[config.mk]
export PLATFORM = sky130hd
export DESIGN_NAME = learnable_autorange_normalizer_core
export DESIGN_NICKNAME = d
export VERILOG_FILES = /design/src/hw/rtl/lan_pkg.sv /design/src/hw/rtl/lan_front.sv /design/src/hw/rtl/lan_queue.sv /design/src/hw/rtl/lan_back.sv /design/src/hw/rtl/learnable_autorange_normalizer_core.sv
export VERILOG_INCLUDE_DIRS = /design/src /design/src/hw/rtl
export SDC_FILE = /design/constraint.sdc
export NUM_CORES = 2
export LEC_CHECK = 0
export BUFFER_PORTS_ARGS = -buffer_cell sky130_fd_sc_hd__buf_4
export CORE_ASPECT_RATIO = 0.7
export CORE_MARGIN = 5
export CORE_UTILIZATION = 23
export CTS_CLUSTER_DIAMETER = 80
export DETAILED_ROUTE_END_ITERATION = 6
export GPL_TIMING_DRIVEN = 0
export HOLD_SLACK_MARGIN = 0.08
export SLEW_MARGIN = 5
export SYNTH_ARGS = -nofsm -noshare
export SYNTH_HDL_FRONTEND = slang
export SYNTH_SLANG_ARGS = --single-unit
[constraint.sdc]
create_clock -name clk -period 12 [get_ports clk]
set_input_delay 0.6 -clock clk [delete_from_list [all_inputs] [get_ports clk]]
set_output_delay 0.6 -clock clk [all_outputs]
set_load 0.005 [all_outputs]
[src/hw/rtl/learnable_autorange_normalizer_core_macros.svh]
// Assertion macros for the auto-ranging normaliser core.
// No dependencies.
`ifndef LEARNABLE_AUTORANGE_NORMALIZER_CORE_MACROS_SVH
`define LEARNABLE_AUTORANGE_NORMALIZER_CORE_MACROS_SVH
`define LAN_ASSERT_IMP(label, clk, rst_n, a, c, msg) \
  label: assert property (@(posedge clk) disable iff (!rst_n) (a) |-> (c)) else $error(msg);
`define LAN_ASSERT_NXT(label, clk, rst_n, a, c, msg) \
  label: assert property (@(posedge clk) disable iff (!rst_n) (a) |=> (c)) else $error(msg);
`endif

[src/hw/rtl/lan_pkg.sv]
// Package for the auto-ranging normaliser: word types, codes, constants.
// No dependencies.
package lan_pkg;
  localparam int SlotsDef = 8;
  localparam int MaxResults = 8;
  localparam logic signed [31:0] LearnLowQ = 32'sd8323072;
  localparam logic signed [31:0] LearnHighQ = 32'sd0;
  localparam logic signed [32:0] OneQ = 33'sd65536;

  typedef enum logic [1:0] {
    REQ_MSG = 2'd0, REQ_LEARN = 2'd1, REQ_LOW = 2'd2, REQ_HIGH = 2'd3
  } req_t;

  typedef struct packed {
    logic [1:0] req_type;
    logic [31:0] path_key;
    logic [2:0] slot_index;
    logic learn_enable;
    logic signed [31:0] sample_value;
  } in_word_t;

  typedef struct packed {
    logic [2:0] out_slot;
    logic [16:0] normalized;
    logic signed [31:0] low_bound;
    logic signed [31:0] high_bound;
    logic out_of_range;
    logic last;
  } out_word_t;

  // job handed from front to back: one result per entry
  typedef struct packed {
    logic [2:0] slot;
    logic signed [31:0] raw;
    logic signed [31:0] lo;
    logic signed [31:0] hi;
    logic last;
  } job_t;

  typedef enum logic [1:0] {BK_IDLE, BK_DIV, BK_OUT} bk_state_t;
endpackage

[src/hw/rtl/lan_front.sv]
// Front end: slot bank state, key match and one job per emitted result.
// Depends on lan_pkg.
module lan_front #(
  parameter int SLOTS = lan_pkg::SlotsDef
) (
  input  logic clk,
  input  logic rst_n,
  input  logic in_push,
  output logic in_full,
  input  lan_pkg::in_word_t in_data,
  output logic job_valid,
  input  logic job_full,
  output lan_pkg::job_t job
);
  import lan_pkg::*;
  localparam int SW = (SLOTS > 1) ? $clog2(SLOTS) : 1;
  localparam int CW = $clog2(MaxResults + 1);

  logic learning_armed_r, learning_armed_nxt;
  logic [SLOTS-1:0] pend_r, bound_r, hit_r;
  logic [31:0] key_r [SLOTS];
  logic signed [31:0] lo_r [SLOTS];
  logic signed [31:0] hi_r [SLOTS];
  logic signed [31:0] raw_r [SLOTS];
  logic busy_r;
  logic [SW-1:0] scan_r;
  logic [CW-1:0] cnt_r;
  logic [SLOTS-1:0] bind_v, match_v;
  logic take;
  logic [SLOTS-1:0] rem;
  logic more;
  logic issue;

  assign take = in_push && !in_full;
  assign in_full = busy_r;

  always_comb begin
    for (int i = 0; i < SLOTS; i++) begin
      bind_v[i] = learning_armed_r && pend_r[i];
      match_v[i] = (bound_r[i] || bind_v[i]) &&
                   ((bind_v[i] ? in_data.path_key : key_r[i]) == in_data.path_key);
    end
  end

  // any further hit above the scan point, within result room
  always_comb begin
    for (int i = 0; i < SLOTS; i++) rem[i] = hit_r[i] && (i > int'(scan_r));
    more = (|rem) && (cnt_r + CW'(1) < CW'(MaxResults));
  end

  assign issue = busy_r && hit_r[scan_r] && !job_full;
  assign job_valid = issue;
  always_comb begin
    job.slot = 3'(scan_r);
    job.raw = raw_r[scan_r];
    job.lo = lo_r[scan_r];
    job.hi = hi_r[scan_r];
    job.last = !more;
  end

  always_comb begin
    learning_armed_nxt = learning_armed_r;
    if (take && in_data.req_type == REQ_MSG) learning_armed_nxt = 1'b0;
    if (take && in_data.req_type == REQ_LEARN && 32'(in_data.slot_index) < SLOTS &&
        in_data.learn_enable) learning_armed_nxt = 1'b1;
  end

  always_ff @(posedge clk) begin
    if (!rst_n) begin
      learning_armed_r <= 1'b0;
      pend_r <= '0;
      bound_r <= '0;
      hit_r <= '0;
      busy_r <= 1'b0;
      scan_r <= '0;
      cnt_r <= '0;
      for (int i = 0; i < SLOTS; i++) begin
        key_r[i] <= '0;
        lo_r[i] <= '0;
        hi_r[i] <= '0;
        raw_r[i] <= '0;
      end
    end else begin
      learning_armed_r <= learning_armed_nxt;
      if (take) begin
        scan_r <= '0;
        cnt_r <= '0;
        if (in_data.req_type == REQ_MSG) begin
          for (int i = 0; i < SLOTS; i++) begin
            if (bind_v[i]) begin
              pend_r[i] <= 1'b0;
              bound_r[i] <= 1'b1;
              key_r[i] <= in_data.path_key;
            end
            if (match_v[i]) begin
              if (in_data.sample_value < lo_r[i]) lo_r[i] <= in_data.sample_value;
              if (in_data.sample_value > hi_r[i]) hi_r[i] <= in_data.sample_value;
              raw_r[i] <= in_data.sample_value;
            end
          end
          hit_r <= match_v;
          busy_r <= |match_v;
        end else if (32'(in_data.slot_index) < SLOTS) begin
          hit_r <= '0;
          if (in_data.req_type == REQ_LEARN) begin
            pend_r[SW'(in_data.slot_index)] <= in_data.learn_enable;
            if (in_data.learn_enable) begin
              lo_r[SW'(in_data.slot_index)] <= LearnLowQ;
              hi_r[SW'(in_data.slot_index)] <= LearnHighQ;
            end
          end else begin
            hit_r[SW'(in_data.slot_index)] <= 1'b1;
            busy_r <= 1'b1;
            if (in_data.req_type == REQ_LOW) lo_r[SW'(in_data.slot_index)] <= in_data.sample_value;
            else hi_r[SW'(in_data.slot_index)] <= in_data.sample_value;
          end
        end
      end else if (busy_r) begin
        if (!hit_r[scan_r]) begin
          scan_r <= scan_r + SW'(1);
        end else if (!job_full) begin
          cnt_r <= cnt_r + CW'(1);
          hit_r[scan_r] <= 1'b0;
          if (!more) begin
            busy_r <= 1'b0;
          end else begin
            scan_r <= scan_r + SW'(1);
          end
        end
      end
    end
  end
endmodule

[src/hw/rtl/lan_queue.sv]
// Short job queue between front and back ends.
// Depends on lan_pkg.
module lan_queue #(
  parameter int DEPTH = 2
) (
  input  logic clk,
  input  logic rst_n,
  input  logic wr,
  output logic full,
  input  lan_pkg::job_t wdata,
  input  logic rd,
  output logic empty,
  output lan_pkg::job_t rdata
);
  import lan_pkg::*;
  localparam int AW = (DEPTH > 1) ? $clog2(DEPTH) : 1;
  job_t mem_r [DEPTH];
  logic [AW-1:0] wp_r, rp_r;
  logic [AW:0] n_r;

  assign full = (n_r == (AW+1)'(DEPTH));
  assign empty = (n_r == '0);
  assign rdata = mem_r[rp_r];

  always_ff @(posedge clk) begin
    if (wr && !full) mem_r[wp_r] <= wdata;
  end

  always_ff @(posedge clk) begin
    if (!rst_n) begin
      wp_r <= '0;
      rp_r <= '0;
      n_r <= '0;
    end else begin
      if (wr && !full) wp_r <= (wp_r == AW'(DEPTH-1)) ? '0 : wp_r + AW'(1);
      if (rd && !empty) rp_r <= (rp_r == AW'(DEPTH-1)) ? '0 : rp_r + AW'(1);
      n_r <= n_r + (AW+1)'(wr && !full) - (AW+1)'(rd && !empty);
    end
  end
endmodule

[src/hw/rtl/lan_back.sv]
// Back end: serial restoring divider and result register.
// Depends on lan_pkg.
module lan_back (
  input  logic clk,
  input  logic rst_n,
  input  logic job_empty,
  output logic job_pop,
  input  lan_pkg::job_t job,
  output logic out_empty,
  input  logic out_pop,
  output lan_pkg::out_word_t out_data
);
  import lan_pkg::*;
  bk_state_t st_r, st_nxt;
  logic [4:0] it_r;
  logic [32:0] ad_r;
  logic [33:0] rem_r;
  logic [16:0] q_r;
  logic [16:0] an_lo_r;
  out_word_t res_r;
  logic signed [32:0] n, d;
  logic [32:0] an, ad;
  logic neg, over;
  logic [33:0] trial;
  logic start;

  always_comb begin
    n = 33'(job.raw) - 33'(job.lo);
    d = 33'(job.hi) - 33'(job.lo);
    if (d == '0) d = OneQ;
    an = n[32] ? 33'(-n) : 33'(n);
    ad = d[32] ? 33'(-d) : 33'(d);
    neg = (n != '0) && (n[32] != d[32]);
    over = an > ad;
  end

  always_comb begin
    st_nxt = st_r;
    case (st_r)
      BK_IDLE: if (!job_empty) st_nxt = (neg || over) ? BK_OUT : BK_DIV;
      BK_DIV: if (it_r == 5'd16) st_nxt = BK_OUT;
      BK_OUT: if (out_pop) st_nxt = BK_IDLE;
      default: st_nxt = BK_IDLE;
    endcase
  end

  always_comb begin
    start = (st_r == BK_IDLE) && !job_empty;
    out_empty = (st_r != BK_OUT);
    job_pop = (st_r == BK_OUT) && out_pop;
    trial = {rem_r[32:0], an_lo_r[16]} - {1'b0, ad_r};
    out_data = res_r;
    out_data.normalized = (st_r == BK_OUT && !res_r.out_of_range && res_r.normalized == '0)
                          ? q_r : res_r.normalized;
  end

  // dividend is an*2^16: start from an>>1, then shift in an[0] and 16 zeros.
  // quotient fits 17 bits since an <= ad
  always_ff @(posedge clk) begin
    if (!rst_n) st_r <= BK_IDLE;
    else st_r <= st_nxt;
    if (start) begin
      it_r <= '0;
      ad_r <= ad;
      rem_r <= {2'd0, an[32:1]};
      an_lo_r <= {an[0], 16'd0};
      q_r <= '0;
      res_r.out_slot <= job.slot;
      res_r.low_bound <= job.lo;
      res_r.high_bound <= job.hi;
      res_r.last <= job.last;
      res_r.out_of_range <= neg || over;
      res_r.normalized <= neg ? 17'd0 : (over ? 17'(OneQ) : 17'd0);
    end else if (st_r == BK_DIV) begin
      it_r <= it_r + 5'd1;
      an_lo_r <= {an_lo_r[15:0], 1'b0};
      if (!trial[33]) begin
        rem_r <= trial;
        q_r <= {q_r[15:0], 1'b1};
      end else begin
        rem_r <= {rem_r[32:0], an_lo_r[16]};
        q_r <= {q_r[15:0], 1'b0};
      end
    end
  end
endmodule

[src/hw/rtl/learnable_autorange_normalizer_core.sv]
// Top level of the auto-ranging normaliser: front end, job queue, back end.
// Depends on lan_pkg, lan_front, lan_queue, lan_back and the macros header.
// channel | ports                     | word
// input   | in_push in_full in_data   | in_word_t
// output  | out_empty out_pop out_data| out_word_t
// An in-range result goes through the back end as load, 17 one-bit steps, then output.
// A saturated result skips the divider and goes from load straight to output.
// A message that hits a slot holds in_full high while the front scans the slots, plus queue waits.
// Reset (rst_n low, synchronous) clears all slots, the queue and the back-end state machine.
// The front stalls when the job queue is full; the back stalls on out_pop.
`include "learnable_autorange_normalizer_core_macros.svh"
module learnable_autorange_normalizer_core #(
  parameter int SLOTS = lan_pkg::SlotsDef
) (
  input  logic clk,
  input  logic rst_n,
  input  logic in_push,
  output logic in_full,
  input  lan_pkg::in_word_t in_data,
  output logic out_empty,
  input  logic out_pop,
  output lan_pkg::out_word_t out_data
);
  import lan_pkg::*;
  logic jv, jfull, jempty, jpop;
  job_t jw, jr;

  lan_front #(.SLOTS(SLOTS)) u_front (
    .clk, .rst_n, .in_push, .in_full, .in_data,
    .job_valid(jv), .job_full(jfull), .job(jw)
  );
  lan_queue #(.DEPTH(2)) u_queue (
    .clk, .rst_n, .wr(jv), .full(jfull), .wdata(jw),
    .rd(jpop), .empty(jempty), .rdata(jr)
  );
  lan_back u_back (
    .clk, .rst_n, .job_empty(jempty), .job_pop(jpop), .job(jr),
    .out_empty, .out_pop, .out_data
  );

  `LAN_ASSERT_IMP(a_sat_val, clk, rst_n, !out_empty && out_data.out_of_range, out_data.normalized == 17'd0 || out_data.normalized == 17'd65536, "saturated word not at 0 or 1")
  `LAN_ASSERT_IMP(a_norm_max, clk, rst_n, !out_empty, out_data.normalized <= 17'd65536, "normalised value above one")
  `LAN_ASSERT_NXT(a_pop_drop, clk, rst_n, !out_empty && out_pop, out_empty, "result word held after pop")
endmodule

==> metrics.md <==
| Metric | Value |
|---|---|
| Final wirelength | 270000 µm |
| Max-slew violations | 2 |
| Cells after Synth | between 7000 and 8000 |
| Total GRT Usage | about 14% |
| Final min period | about 11 ns |
| Failing checks | max-capacitance violations, max-slew violations |
| Slew at the pin with the worst max-slew slack | between 1.5 and 2 ns |
| Fmax | a little over 90 MHz |
| Antenna violations before repair | 45 |
| Startpoint types | flop |
| Final setup violation count | 0 |
| Status | finished with violations |
| Total CTS buffers | approximately 160 |
| Vias in the first global route | 52948 |
| CP top delay family | compound AO/OA/AOI/OAI gates |
| Final hold viol count | 0 |
| Cts repair resizes | 0 |
| Vias | 57514 |
| Post-CTS Hold Fix Bufs | 0 |
| Vias per cell | around 4.7 |
| Die ar. | roughly 360000 µm² |
| GRT overflow | 0 |
| CTS max path bufs | 3 |
| Worst EP arrival | 11.68 ns |
| Post-CTS setup buffers | 0 |
| Peak VDD IR | 139 µV |
| Hold Crit Depth | 3 |
| Drt wl/cell | 22.0 µm |
| CTS tree | done |
| Core ar. | between 300000 and 400000 µm² |
| Area Overhead vs Synth | 16.4% |
| Sequential share of the synthesized area | 52.1% |
| Max Cap Violations | 1 |
| Crit path kind | reg2reg |
| Clock Skews | 0.0734 ns |
| Setup TNS | 0 ns |
| P per Cell Area | approximately 130 nW/µm² |
| Die Span Y | ~500 µm |
| RSZ-0062 raised after global routing | no |
| Rel. slew slack | -9.45% |
| Buffers & Inverters on Critical Path | 4 |
| Clk slew on worst S/H paths | ~0.06 ns |
| Largest net degree at the start of global routing | 61 |
| Area post-placement | slightly below 90000 µm² |
| Hpwl dp | 212000 µm |
| Dpl ws | ~1.6 ns |
| Top-Level Pins | around 160 |
| Critical Path Max Stage Delay | 0.99 ns |
| Power, Total | 11.9 mW |
| ANT nets after route | 0 |
| CP Capture Type | flop |
| Synth warn | 0 |
| Synth Register Bits | roughly 1400 |
| R2R depth | 29 |
| Die Width | between 700 and 800 µm |
| Clk root buf | clkbuf_16 |
| Synthesized area | ~81000 µm² |
| DRC | 0 |
| Worst hold start | out_pop |
| Unique masters post-synth | 101 |
| Pre-antenna DRT Iters | 7 |
| WHS Endpoint | u_back.st_r[1] |
| Num rows | roughly 180 |
| Initial Utilization | a little under a quarter |
| H-tree Lvls | 4 |
| Ys async rst share | 0% |
| Placer Congestion | approximately 0.94 |
| Crit-path max FO | 11 |
| Lkg Pwr | between 30 and 40 nW |
| Worst slack on hold paths | ~0.22 ns |
| Mapped Nets | around 8000 |
| Initial DRC count | roughly 7600 |
| Avg Inst Size Synth | roughly 11 µm² |
| Layout Nets | roughly 8200 |
| Clock Sinks | between 1000 and 1500 |
| Most used cell, CP | o21ai_0 |
| Critical Path Slowest Stage Cell | buf_1 |
| Setup slack after layout | just over 1 ns |
| Critical Path RT | between 10 and 15 ns |
| Layout cells sized above 1 | around an eighth |
| Clk_lat worst skew | between 0.8 and 0.9 ns |
| Worst hold path type | in2reg |
| Reg2reg end | u_back.st_r[1] |
| FF-to-FF setup slack | 1.03 ns |
| Count of buffers from port buffering | roughly 130 |
| EDFF count, synth | ~1400 |
| First-pass GRT wire length | 385000 µm |
| Final Instance Area | around 94000 µm² |
| Most used DFF post-synth | edfxtp_1 |
| Crit share post-route | 91.4% |
## through the flow
step,util (%),cells
6_report,26.8,12283
5_1_grt,26.8,12271
2_1_floorplan,-,7092
3_5_place_dp,25.3,11955
4_1_cts,26.8,12259
3_3_place_gp,25.0,11911
## worst max path at each step
| stage | startpoint | end | slack (ns) | cells after the start |
|---|---|---|---|---|
| 6_report | flop | u_back.st_r[1] | 1.03 | 29 |
| 5_1_grt | flop | u_back.st_r[1] | 0.42 | 29 |
| 4_1_cts | flop | u_back.st_r[1] | 1.49 | 29 |
| 3_5_place_dp | flop | u_back.st_r[1] | 1.56 | 29 |
| 3_3_place_gp | u_front.scan_r[1] | u_queue.mem_r[0][4] | 1.38 | 9 |
| 2_1_floorplan | u_front.scan_r[1] | u_queue.mem_r[0][0] | 5.15 | 9 |
## final cells by class
cell class,instances,area [µm²]
well taps,4692,5870
fillers,36562,257000
clock inverters,100,923
plain buffers,404,1840
repair buffers,174,1770
clock buffers,204,4360
multi-input cells,4553,34500
inverters,709,2660
diodes,21,52.6
flip-flops and latches,1426,42200
## synth_stat cells, types with 43 or more instances
cell type	instances	area (µm²)
buf_4	70	526
mux2i_1	43	430
o21ai_0	214	1070
dfxtp_1	66	1320
nand3_1	83	415
nor2b_1	86	538
ha_1	644	8060
clkbuf_1	286	1070
xor2_1	109	955
o21a_1	66	495
nand4_1	166	1040
a21oi_1	296	1480
nor2_1	1052	3950
a21o_1	206	1550
mux2_2	133	1500
and2_1	97	607
edfxtp_1	1360	40800
nand2_1	312	1170
mux4_2	193	4350
nand2b_1	63	394
nor3_1	79	395
xnor2_1	297	2600
inv_1	709	2660
## cell families after synthesis
kind of cell,synth area share (%)
adders and majority gates,10.0
buffers and inverters,5.54
DFF,52.1
AOI/OAI and AO/OA,8.25
and+or+nand+nor,11.9
muxes,7.76
xor gates and xnor gates,4.42
## sequential cells by signal, indices dropped and copies added, names as in the netlist, 3 cells and up, named ones only
| signal | cells |
|---|---|
| u_front.lo_r | 256 |
| u_front.cnt_r | 4 |
| u_back.ad_r | 33 |
| u_front.scan_r | 3 |
| u_front.hi_r | 256 |
| u_back.rem_r | 33 |
| u_back.out_data | 69 |
| u_queue.mem_r | 200 |
| u_front.raw_r | 256 |
| u_front.pend_r | 8 |
| u_front.hit_r | 8 |
| u_front.bound_r | 8 |
| u_back.it_r | 5 |
| u_front.key_r | 256 |
| u_back.q_r | 17 |
## where the power goes
part           internal (mW)  leakage, nW  switching, mW
combinational          0.433         18.9          0.762
clock                   2.80         2.56           2.21
sequential              5.63         14.0         0.0852
total                   8.86         35.5           3.06
## worst min-delay path, stage by stage
cell,delay [ns]
buf_4,0.09
nor3_1,0.04
o311a_1,0.27
## cells in the final DEF (no fill, tap or decap), types with 85 or more instances in the layout
cell	netlist	layout
a21o_1	206	205
a21oi_1	296	292
and2_1	97	97
buf_4	70	210
clkbuf_1	286	314
clkbuf_16	0	166
edfxtp_1	1360	1360
ha_1	644	644
inv_1	709	709
mux2_2	133	133
mux4_2	193	193
nand2_1	312	294
nand4_1	166	166
nor2_1	1052	1052
nor2b_1	86	85
o21ai_0	214	212
xnor2_1	297	297
xor2_1	109	109
## metal layers
| layer | GRT usage, % | share of wire, % | up-vias |
|---|---|---|---|
| met5 | 0 | 0.015 | - |
| met4 | 4.90 | 3.4 | 6 |
| met3 | 3.64 | 11 | 392 |
| met2 | 19.5 | 39 | 2880 |
| met1 | 21.8 | 47 | 28200 |
| li1 | - | - | 26036 |
Note: power is estimated with default switching activity, not from simulation.
